### config.mk
export PLATFORM = sky130hd
export DESIGN_NAME = dfpa_queue
export DESIGN_NICKNAME = d
export VERILOG_FILES = /design/src/rtl/decimal_fixed_point_alu_top_macros.svh /design/src/rtl/dfpa_pkg.sv /design/src/rtl/dfpa_queue.sv
export SDC_FILE = /design/constraint.sdc
export NUM_CORES = 1
export LEC_CHECK = 0
export BUFFER_PORTS_ARGS = -buffer_cell sky130_fd_sc_hd__buf_4
export CAP_MARGIN = 20
export CORE_MARGIN = 4
export CORE_UTILIZATION = 40
export DETAILED_ROUTE_END_ITERATION = 10
export PLACE_DENSITY = 0.73
export SLEW_MARGIN = 5
export SYNTH_ARGS = -nofsm -noshare
export SYNTH_HDL_FRONTEND = slang
export SYNTH_SLANG_ARGS = --single-unit
### constraint.sdc
create_clock -name i_clk -period 13.6 [get_ports i_clk]
set_input_delay 2.04 -clock i_clk [delete_from_list [all_inputs] [get_ports i_clk]]
set_output_delay 2.04 -clock i_clk [all_outputs]
set_load 0.05 [all_outputs]
### src/rtl/decimal_fixed_point_alu_top_macros.svh
// Assertion macros for the decimal fixed-point ALU.
// They rely on i_clk and i_rst_n being visible where they are used.
`ifndef DECIMAL_FIXED_POINT_ALU_TOP_MACROS_SVH
`define DECIMAL_FIXED_POINT_ALU_TOP_MACROS_SVH

// The consequent must hold in the same cycle as the antecedent.
`define DFPA_CHECK(lbl, ante, cons) \
    lbl: assert property (@(posedge i_clk) disable iff (!i_rst_n) (ante) |-> (cons)) \
        else $error("dfpa assertion failed");

// The consequent must hold in the cycle after the antecedent.
`define DFPA_CHECK_NEXT(lbl, ante, cons) \
    lbl: assert property (@(posedge i_clk) disable iff (!i_rst_n) (ante) |=> (cons)) \
        else $error("dfpa assertion failed");

`endif

### src/rtl/dfpa_pkg.sv
// Shared types, constants and helpers for the decimal fixed-point ALU.
// No dependencies.
package dfpa_pkg;

    localparam int MAG_W      = 54;
    localparam int HALF_W     = 27;
    localparam int PROD_W     = 2 * MAG_W;
    localparam int DEF_DIGITS = 4;

    localparam logic [MAG_W-1:0] MAX_MAG = 54'd10000000000000000;

    localparam logic [2:0] MODE_ADD = 3'd0;
    localparam logic [2:0] MODE_SUB = 3'd1;
    localparam logic [2:0] MODE_MUL = 3'd2;
    localparam logic [2:0] MODE_DIV = 3'd3;
    localparam logic [2:0] MODE_LT  = 3'd4;
    localparam logic [2:0] MODE_GT  = 3'd5;
    localparam logic [2:0] MODE_EQ  = 3'd6;
    localparam logic [2:0] MODE_NEG = 3'd7;

    localparam logic [1:0] FAULT_NONE = 2'd0;
    localparam logic [1:0] FAULT_DIVZ = 2'd1;
    localparam logic [1:0] FAULT_OVF  = 2'd2;

    typedef struct packed {
        logic [2:0]       mode;
        logic [MAG_W-1:0] a_mag;
        logic             a_neg;
        logic [MAG_W-1:0] b_mag;
        logic             b_neg;
    } t_in;

    typedef struct packed {
        logic [MAG_W-1:0] res_mag;
        logic             res_neg;
        logic             compare_true;
        logic [1:0]       fault;
    } t_out;

    // Side information that travels alongside the datapath.
    typedef struct packed {
        logic md;
        logic neg;
        t_out res;
    } t_tag;

    // One classified item: x times y divided by d for multiply and divide.
    typedef struct packed {
        t_tag             tag;
        logic [MAG_W-1:0] x;
        logic [MAG_W-1:0] y;
        logic [MAG_W-1:0] d;
    } t_work;

    // Queue status seen by the front and the back.
    typedef struct packed {
        logic has_data;
        logic full;
    } t_qstat;

    // Ten to the power n, for n up to eight.
    function automatic logic [MAG_W-1:0] pow10(input int n);
        logic [MAG_W-1:0] p;
        p = {{(MAG_W-1){1'b0}}, 1'b1};
        for (int i = 0; i < 8; i++) begin
            if (i < n) begin
                p = p * 54'd10;
            end
        end
        return p;
    endfunction

endpackage

### src/rtl/dfpa_queue.sv
// Two-entry queue between the front end and the back end.
// Depends on dfpa_pkg.
module dfpa_queue import dfpa_pkg::*; (
    input  logic   i_clk,
    input  logic   i_rst_n,
    input  logic   i_push,
    input  t_work  i_work,
    input  logic   i_pop,
    output t_qstat o_qs,
    output t_work  o_work
);

    t_work      r_mem [2];
    logic       r_wp;
    logic       r_rp;
    logic [1:0] r_cnt;
    logic       w_pop;

    assign w_pop       = i_pop && (r_cnt != 2'd0);
    assign o_qs.has_data = (r_cnt != 2'd0);
    assign o_qs.full     = (r_cnt == 2'd2);
    assign o_work        = r_mem[r_rp];

    // Pointers and fill count.
    always_ff @(posedge i_clk) begin
        if (!i_rst_n) begin
            r_wp  <= 1'b0;
            r_rp  <= 1'b0;
            r_cnt <= 2'd0;
        end else begin
            if (i_push) begin
                r_wp <= !r_wp;
            end
            if (w_pop) begin
                r_rp <= !r_rp;
            end
            r_cnt <= r_cnt + {1'b0, i_push} - {1'b0, w_pop};
        end
    end

    always_ff @(posedge i_clk) begin
        if (i_push) begin
            r_mem[r_wp] <= i_work;
        end
    end

endmodule

Word-level counts from Yosys, hierarchy flattened
Memories as Yosys holds them, arrays and structs flattened. A register that Yosys moved wholly into a read port is not among the register bits.
Index checks and enable logic that the tools add are counted.
- output and inout bits: 224
- word-level logic and storage cells: 15
- memories: 1
- input bits: 226
- bits in writable memories: 444
- register bits after elaboration: 4
- eq/ne operators: 1
- reduce and logical (&&, ||, !) cells: 4
- mux-type cells: 4
- add/sub/neg operators: 2
- memory list (name ; depth ; bits a word ; read ports ; clocked after memory_dff ; write ports ; line ; RTL):
    r_mem ; 2 ; 222 ; 1 ; 1 ; 1 ; dfpa_queue.sv:13 ; t_work r_mem [2];
- operator list (kind ; number):
    1-bit two-way mux ; 4
    2-bit by 1-bit adder with 2-bit output ; 1
    2-bit == test (second input constant) ; 1
    1-bit zero test ; 2
    2-bit nonzero test ; 1
    2-bit by 1-bit subtractor with 2-bit output ; 1
    1-bit logical AND ; 1

Depth between registers and ports, before layout
Gate-level depths: netlist of run 1.
- word-level depth: 4
- gate-level depth with buffers: 6
- depth with buffers taken out: 6

Least setup slack after synthesis of run 1
Ideal clock, no wire load.
- path kind: in2reg
- start: input port i_push
- end: register r_wp
- arrival: 12.392 ns
- stages: 2
- path buffers: 0
- data required time: 13.496 ns
- slack: 1.104 ns
- cells stage by stage: nor2b_1 -> o21a_1
- RTL lines (item ; line ; RTL):
    start, declared ; dfpa_queue.sv:6 ; input logic i_push,
    end signal, assigned ; dfpa_queue.sv:32 ; r_wp <= !r_wp;
    end, declared ; dfpa_queue.sv:14 ; logic r_wp;

==> key figures, run 1 <==
Critical path
  – CP max stage delay: 0.90 ns
  – R2r startpoint: r_wp
  – Cells on worst reg2reg path: 3
  – Worst Path Arrival: 3.04 ns
  – Crit-path cells: buf_4, mux2_2, buf_4
  – Crit Path Max Fanout: 53
  – Slowest cell on crit path: dfxtp_4
  – Required time of the critical path: 11.56 ns
  – Crit Reg-Reg Endpoint: r_mem[1][89]
  – Nature of the critical path endpoint: primary output
  – CP Launch Type: register
  – CP most frequent cell: buf_4
  – Worst Path Buf+Inv: 2
  – Top delay family on crit path: buffers and inverters
  – Reg-to-reg slack, setup: 10.71 ns
  – Setup Crit Path Kind: register to primary output

Routing
  – 1st-pass router iterations: 4
  – Starting DRT DRC Count: 535
  – Avg WL per Cell: 19.9 um
  – Antenna viol nets, final: 0
  – Vias: 8338
  – Drt drc: 0
  – Routed WL: 35100 um
  – DR vias/cell: 4.73

Finish
  – Layout Nets: 1421
  – Final Util: 0.530
  – Most common cell after layout, fill and taps aside: buf_4
  – N_diodes: 0
  – Commonest cells after routing, fill and taps aside: buf_4 (454), edfxtp_1 (444), mux2_4 (180)
  – Final Cell Area: 0.0223 mm^2
  – Share of cells above drive strength 1: 0.607
  – Area Growth Syn to Fin: 30.6%

CTS
  – CTS Sinks: 449
  – Max Root-Sink Buffers: 3
  – CTS tree: yes
  – Root Driver: clkbuf_16
  – Inserted Clock Buffers: 46
  – CTS Hold Bufs: 0
  – Worst-Skew Late Latency: 0.56 ns
  – H-tree lvl count: 2
  – Post-CTS sizing: 0
  – Post-CTS Setup Repair Bufs: 0
  – Clk pin slew, worst setup/hold paths: around 0.060 ns

Timing
  – Min Hold Slack: 0.481 ns
  – Minimum clock period: 5.08 ns
  – Clock skew: 0.0110 ns
  – Setup-failing EPs final: 0
  – Hold Vio Cnt, Final: 0
  – Slew @ Worst Pin: 1.06 ns
  – Final Cycle Share: 0.374
  – Final TNS setup: 0 ns
  – Relative slew slack: 0.291
  – Fmax: 197 MHz
  – RSZ-0062 raised after global routing: false
  – Max Slew Vio Count: 0

GRT
  – First-pass GRT wire length: between 50000 and 60000 um
  – Largest net degree at the start of global routing: 140
  – Initial antenna violation count: 1
  – Overflow after GRT: 0
  – GRT Util Overall: 0.147
  – Vias in the first global route: 8925

Placement
  – Input/output buffers: 449
  – Area after DPL: approximately 0.021 mm^2
  – DP HPWL: between 20000 and 25000 um
  – Routability Congestion: 0.739

Power and ir drop
  – IR drop worst, VDD: 0.104 mV
  – Psw: between 1 and 1.5 mW
  – Comb power frac: 0.307
  – Switching share of power: 0.320
  – Clock power frac: 0.286
  – Sequential power share: 0.407
  – P_int: around 2.8 mW
  – Leakage: between 8 and 9 nW
  – P per Cell Area: 182 mW/mm^2

Yosys
  – Yosys warning count: 0
  – Syn Nets: 942
  – Post-Syn Instances: 714
  – Mapped cell area: 0.0171 mm^2
  – Syn_area_per_cell: 23.9 um^2
  – FF+latch count, synth: between 400 and 500
  – Yosys cell types: 18
  – Sequential area share after synthesis: 0.788

Min path
  – Min-delay src: r_rp
  – Hold Crit Depth: 2
  – HP Class: register to register

Die
  – Die X-Extent: 214 um
  – Number of I/O pins: 450
  – Initial cell density of the core: 0.406
  – Chip Height: 214 um
  – Std-Cell Rows: 75
  – Core footprint: 0.0420 mm^2
  – Die area: around 0.046 mm^2

Job
  – Max-cap violation count: 0

Outcome
  – Status: completed
[flip-flops by register name, summed over array words and instances, names as in the netlist, named ones only]
| name | count |
|---|---|
| r_cnt | 2 |
| r_mem | 444 |
| r_wp | 1 |
| r_rp | 1 |
[stage by stage]
step / worst slack, ns / total power [mW] / cells
global route: 8.36 / 4.20 / 1762
finish: 8.52 / 4.05 / 1762
CTS: 8.43 / 4.10 / 1762
floorplan: 1.10 / 2.63 / 714
detailed placement: 8.94 / 2.93 / 1684
global placement: 8.94 / 2.92 / 1684
[synthesized netlist by cell type, drive strengths merged]
library cell,count,area [um^2]
edfxtp,444,13300
mux2,222,3180
buf,25,303
dfxtp,5,100
nor2b,4,25.0
and2,2,12.5
ha,2,25.0
inv,2,7.51
mux2i,2,20.0
o21a,2,15.0
nand2,1,3.75
nand2b,1,6.26
or2,1,6.26
xnor3,1,22.5
[kinds of logic (layout without fill, tap and decap cells)]
group           after synthesis  count (layout)  share of synthesized area
fa+ha+maj                     2               2                    0.00147
buf+inv                      27             536                     0.0182
compound gates                2               2                   0.000880
xor+xnor                      1               1                    0.00132
mux                         224             224                      0.187
simple gates                  9               9                    0.00315
flops                       449             449                      0.788
[how the worst max path moves through the flow]
stage | cells after the start | startpoint | endpoint
floorplan | 2 | i_push | r_wp
global placement | 4 | i_push | r_mem[1][199]
detailed placement | 4 | i_push | r_mem[1][189]
CTS | 3 | register | o_work[9]
global route | 3 | register | o_work[9]
finish | 3 | register | o_work[9]
[worst reg2reg max path, stage by stage, from the launching register on]
cell	delay, ns
dfxtp_1	0.38
and2_4	0.26
buf_4	0.82
buf_4	0.93
[metal layers]
metal,track usage,vias up,share of wire
li1,-,3799,-
met1,0.178,4147,0.40
met2,0.239,334,0.48
met3,0.0672,56,0.10
met4,0.0441,2,0.022
met5,0,-,0.00037
[area by class of cell]
class | count | area (um^2)
multi-input combinational | 238 | 3320
inverter | 2 | 7.51
sequential | 449 | 13400
tap | 539 | 674
timing repair buffer | 456 | 3450
clock buffer | 59 | 1260
clock inverter | 19 | 125
fill | 3289 | 19800
[power by group through the flow]
stage	Combinational [mW]	Clock [mW]	Sequential, mW
after CTS	1.25	1.20	1.65
after global routing	1.29	1.26	1.65
final	1.24	1.16	1.65
after global placement	1.25	0	1.67
after floorplan	0.965	0	1.67
after detailed placement	1.25	0	1.68
(Power assumes the default switching activity.)
==> inputs of run 2 (changes only) <==
==> constraint.sdc (replaced) <==
create_clock -name i_clk -period 5 [get_ports i_clk]
set_input_delay 0.75 -clock i_clk [delete_from_list [all_inputs] [get_ports i_clk]]
set_output_delay 0.75 -clock i_clk [all_outputs]
set_load 0.05 [all_outputs]
==> run 2 against run 1 <==
Clock-buffer cell count unchanged. Non-clock buffer count increased by 10. Via count rose by 0.66%. Utilization increased by 0.37 points. Critical path type unchanged. Critical endpoint is now o_work[221]. Largest cell class unchanged.
==> key figures, run 2 (synthesis results as in run 1) <==
CTS
  – CTS Sinks: 449
  – Post-CTS sizing: 0
  – H-tree lvl count: 2
  – CTS tree: yes
  – Inserted Clock Buffers: 46
  – CTS Hold Bufs: 0
  – Root Driver: clkbuf_16
  – Max Root-Sink Buffers: 3
  – Clk pin slew, worst setup/hold paths: ~0.06 ns
  – Worst-Skew Late Latency: 0.55 ns
  – Post-CTS Setup Repair Bufs: 0

GRT
  – First-pass GRT wire length: 54100 um
  – Initial antenna violation count: 1
  – Overflow after GRT: 0
  – Vias in the first global route: about 9000
  – Largest net degree at the start of global routing: between 90 and 100
  – GRT Util Overall: 0.152

Critical path
  – Slowest cell on crit path: dfxtp_4
  – Crit Path Max Fanout: 50
  – CP most frequent cell: buf_4
  – Worst Path Arrival: approximately 2.6 ns
  – Top delay family on crit path: flip-flops
  – R2r startpoint: r_wp
  – Worst Path Buf+Inv: 2
  – Reg-to-reg slack, setup: 2.89 ns
  – CP Launch Type: register
  – Crit Reg-Reg Endpoint: r_mem[1][48]
  – Setup Crit Path Kind: register to primary output
  – Crit-path cells: buf_4, mux2_2, buf_4
  – Required time of the critical path: 4.25 ns
  – Nature of the critical path endpoint: primary output
  – Cells on worst reg2reg path: 2
  – CP max stage delay: 0.98 ns

Die
  – Std-Cell Rows: 75
  – Core footprint: 0.0420 mm^2
  – Initial cell density of the core: 0.406
  – Die area: approximately 0.046 mm^2
  – Number of I/O pins: 450
  – Die X-Extent: 214 um
  – Chip Height: 214 um

Timing
  – Clock skew: approximately 0.0089 ns
  – Final TNS setup: 0 ns
  – Slew @ Worst Pin: 0.970 ns
  – Fmax: 297 MHz
  – RSZ-0062 raised after global routing: false
  – Relative slew slack: 0.354
  – Final Cycle Share: 0.674
  – Max Slew Vio Count: 0
  – Min Hold Slack: between 0.3 and 0.4 ns
  – Minimum clock period: 3.37 ns
  – Hold Vio Cnt, Final: 0
  – Setup-failing EPs final: 0
  – Final WS setup: 1.63 ns

Placement
  – Routability Congestion: 0.770
  – DP HPWL: roughly 25000 um
  – Worst slack, placed: 2.17 ns
  – Area after DPL: about 0.021 mm^2
  – Input/output buffers: 449

Min path
  – HP Class: input pin to register
  – Hold endpoint: r_mem[1][181]
  – Min-delay src: i_work[181]
  – Hold Crit Depth: 1

Finish
  – Area Growth Syn to Fin: 31.5%
  – Area of the multi-input gates: 0.00332 mm^2
  – N_diodes: 0
  – Share of cells above drive strength 1: 0.606
  – Most common cell after layout, fill and taps aside: buf_4
  – FILL cells: 3303
  – Final Cell Area: 0.0224 mm^2
  – Regs by FF count: r_mem (444), r_cnt (2)
  – Register area: between 0.01 and 0.015 mm^2
  – Layout Nets: 1431
  – Commonest cells after routing, fill and taps aside: buf_4 (459), edfxtp_1 (444), mux2_4 (180)
  – Max reg flops: 444
  – Biggest register: r_mem

Power and ir drop
  – P per Cell Area: roughly 490 mW/mm^2
  – IR drop worst, VDD: 0.348 mV
  – Pwr Total: 11.0 mW
  – Leakage: 8.69 nW

Routing
  – Drt drc: 0
  – Starting DRT DRC Count: 519
  – DR vias/cell: 4.72
  – Routed WL: 35800 um
  – Avg WL per Cell: 20.2 um
  – Antenna viol nets, final: 0
  – 1st-pass router iterations: 5
  – Vias: 8393

Outcome
  – Status: completed

Job
  – Max-cap violation count: 0
[run 2: area by class of cell]
| type | count | area share |
|---|---|---|
| Sequential cell | 449 | 0.599 |
| Inverter | 2 | 0.000335 |
| Clock inverter | 24 | 0.00597 |
| Clock buffer | 59 | 0.0563 |
| Multi-Input combinational cell | 238 | 0.148 |
| Timing Repair Buffer | 466 | 0.160 |
| Tap cell | 539 | 0.0301 |
[run 2: metal layers]
metal / global-route usage / share of wire / vias up
li1: - / - / 3833
met1: 0.179 / 0.38 / 4125
met2: 0.254 / 0.50 / 370
met3: 0.0659 / 0.099 / 63
met4: 0.0432 / 0.023 / 2
met5: 0 / 0.00056 / -
[run 2: worst max-delay path by stage]
stage          cells past startpoint     start  slack, ns          end
2_1_floorplan                      1    i_push       0.48  r_mem[0][0]
6_report                           3  register       1.63  o_work[221]
3_3_place_gp                       3  register       2.19    o_work[0]
5_1_grt                            3  register       1.48    o_work[0]
3_5_place_dp                       3  register       2.17    o_work[0]
4_1_cts                            3  register       1.55  o_work[221]
[run 2: stage by stage]
step | util | instances
after global routing | 0.534 | 1777
after CTS | 0.533 | 1776
final | 0.534 | 1777
after detailed placement | 0.500 | 1693
after global placement | 0.500 | 1693
after floorplan | - | 714
[run 2: power by group]
group / switching [mW] / internal, mW / total, mW
clock network: 1.31 / 1.83 / 3.14
logic: 2.09 / 1.31 / 3.40
registers: 0.121 / 4.37 / 4.49
total: 3.53 / 7.50 / 11.0
==> inputs of run 3 (changes only) <==
--- a/config.mk
+++ b/config.mk
@@ -5,6 +5,7 @@
 export SDC_FILE = /design/constraint.sdc
 export NUM_CORES = 1
 export LEC_CHECK = 0
+export ABC_AREA = 1
 export BUFFER_PORTS_ARGS = -buffer_cell sky130_fd_sc_hd__buf_4
 export CAP_MARGIN = 20
 export CORE_MARGIN = 4
==> constraint.sdc (replaced) <==
create_clock -name i_clk -period 3.1 [get_ports i_clk]
set_input_delay 0.465 -clock i_clk [delete_from_list [all_inputs] [get_ports i_clk]]
set_output_delay 0.465 -clock i_clk [all_outputs]
set_load 0.05 [all_outputs]
==> run 3 against run 2 <==
Utilization rose by 0.19 points. Global-route usage is 0.39 points higher. Register-to-register slack got worse by 1.7 ns. Worst setup slack lost 1.1 ns. Via count up 1.2%. Final cell count up 0.51%. Hold slack lost 0.29 ns. Critical path type unchanged.
==> key figures, run 3 <==
Timing
  – Hold Vio Cnt, Final: 0
  – Clock skew: 0.00965 ns
  – Fmax: about 380 MHz
  – RSZ-0062 raised after global routing: false
  – Final TNS setup: 0 ns
  – Setup-failing EPs final: 0
  – Final WS setup: 0.491 ns
  – Slew @ Worst Pin: 0.914 ns
  – Relative slew slack: 0.390
  – Minimum clock period: about 2.6 ns
  – Final Cycle Share: 0.842
  – Min Hold Slack: 0.0851 ns
  – Max Slew Vio Count: 0

Job
  – Max-cap violation count: 0

Power and ir drop
  – P per Cell Area: 800 mW/mm^2
  – Pwr Total: 18.0 mW
  – IR drop worst, VDD: 0.553 mV
  – Leakage: between 8 and 9 nW

CTS
  – Clk pin slew, worst setup/hold paths: 0.06 ns
  – CTS Sinks: 449
  – Inserted Clock Buffers: 47
  – Root Driver: clkbuf_16
  – Post-CTS Setup Repair Bufs: 0
  – CTS Hold Bufs: 0
  – Worst-Skew Late Latency: about 0.56 ns
  – Max Root-Sink Buffers: 3
  – CTS tree: yes
  – H-tree lvl count: 2
  – Post-CTS sizing: 0

Routing
  – Antenna viol nets, final: 0
  – Avg WL per Cell: 20.7 um
  – Starting DRT DRC Count: 440
  – DR vias/cell: 4.75
  – Routed WL: approximately 37000 um
  – Vias: approximately 8500
  – Drt drc: 0
  – 1st-pass router iterations: 4

GRT
  – Vias in the first global route: 9105
  – First-pass GRT wire length: 54900 um
  – Largest net degree at the start of global routing: 96
  – GRT Util Overall: 0.156
  – Overflow after GRT: 0
  – Initial antenna violation count: 3

Critical path
  – Crit Path Max Fanout: 95
  – Nature of the critical path endpoint: primary output
  – Required time of the critical path: 2.63 ns
  – Worst Path Arrival: 2.14 ns
  – Slowest cell on crit path: buf_12
  – CP max stage delay: 0.49 ns
  – Setup Crit Path Kind: register to primary output
  – CP Launch Type: register
  – Crit-path cells: buf_12, mux2_4, buf_4

Finish
  – Final Util: 0.535
  – Final Cell Area: between 0.02 and 0.025 mm^2
  – Biggest register: r_mem
  – Max reg flops: 444
  – Area Growth Syn to Fin: 32.0%
  – Finished Layout Cells: 1786
  – Most common cell after layout, fill and taps aside: buf_4
  – Commonest cells after routing, fill and taps aside: buf_4 (452), edfxtp_1 (444), mux2_4 (180)
  – Share of cells above drive strength 1: 0.601
  – Regs by FF count: r_mem (444), r_cnt (2)
  – Layout Nets: 1439

Yosys
  – Dominant cell type by area after synthesis: edfxtp_1
  – Yosys warning count: 0
  – EDFF count, synth: roughly 440
  – Most common cell in the netlist: edfxtp_1
  – Top_reg_cell synth: edfxtp_1
  – Synth top cells by count: edfxtp_1 (444), mux2_4 (180), mux2_2 (42)
  – Post-Syn Instances: around 730
  – Synth top area share: 0.782
  – Sequential area share after synthesis: 0.788
  – Largest cells by area after synthesis: edfxtp_1 (78%), mux2_4 (16%), mux2_2 (2.8%)
  – Yosys cell types: 14
  – Async set-reset flop share out of synthesis: 0
  – FF+latch count, synth: 449
  – Mapped cell area: 0.0170 mm^2
  – Syn Nets: 955
  – Syn_area_per_cell: 23.5 um^2

Die
  – Die area: 0.0460 mm^2
  – Core footprint: 0.0420 mm^2
  – Initial cell density of the core: 0.406
  – Die X-Extent: 214 um
  – Chip Height: roughly 210 um
  – Std-Cell Rows: 75
  – Number of I/O pins: 450

Placement
  – Routability Congestion: 0.756
  – Input/output buffers: 449
  – Worst slack, placed: 1.06 ns
  – DP HPWL: 25100 um
  – Cells after DPL: between 1500 and 2000
  – Area after DPL: between 0.02 and 0.025 mm^2

Outcome
  – Status: completed

Min path
  – HP Class: input pin to register
-- run 3: changes by cell type after synthesis, moves of 4 or more --
cell and delta:
inv_1 +6, nand2_1 +7, nor2b_1 -4, nor2_1 +10
-- run 3: cells by family (layout without fill, tap and decap cells) --
group                      count (synthesis)  count (layout)  synth area share
other                                      0               1                 0
buffers and inverters                     33             552            0.0195
AOI/OAI and AO/OA                          1               1          0.000293
muxes                                    222             222             0.186
and+or+nand+nor                           20              20           0.00455
adders and majority gates                  2               2           0.00147
DFF                                      449             449             0.788
-- run 3: final cells by class --
class | count | area (um^2)
flip-flops and latches | 449 | 13400
fillers | 3250 | 19500
clock buffers | 63 | 1290
diodes | 1 | 2.50
clock inverters | 21 | 201
well taps | 539 | 674
inverters | 8 | 46.3
multi-input cells | 245 | 3310
repair buffers | 460 | 3550
-- run 3: where the power goes --
group	switching [mW]	total [mW]	internal (mW)
clock network	2.20	5.44	3.24
registers	0.0955	7.15	7.06
logic	3.41	5.43	2.02
total	5.71	18.0	12.3
-- run 3: critical path: cells and delay by family, from the launching register on --
family	cells	cell delay, ns
flops	1	0.39
mux	1	0.37
buf+inv	2	0.68
-- run 3: worst paths after layout --
check / startpoint / endpoint / slack [ns] / cells after the start
worst max register to register: r_wp / r_mem[1][43] / 1.23 / 3
worst min-delay path: i_work[60] / r_mem[1][60] / 0.09 / 1
worst max-delay path: register / o_work[83] / 0.49 / 3
worst min register to register: r_rp / r_rp / 0.51 / 2
-- run 3: per-layer routing --
layer,global-route usage,part of all wire
met5,0,0.00092
met2,0.261,0.50
met1,0.182,0.38
met3,0.0676,0.096
met4,0.0473,0.025
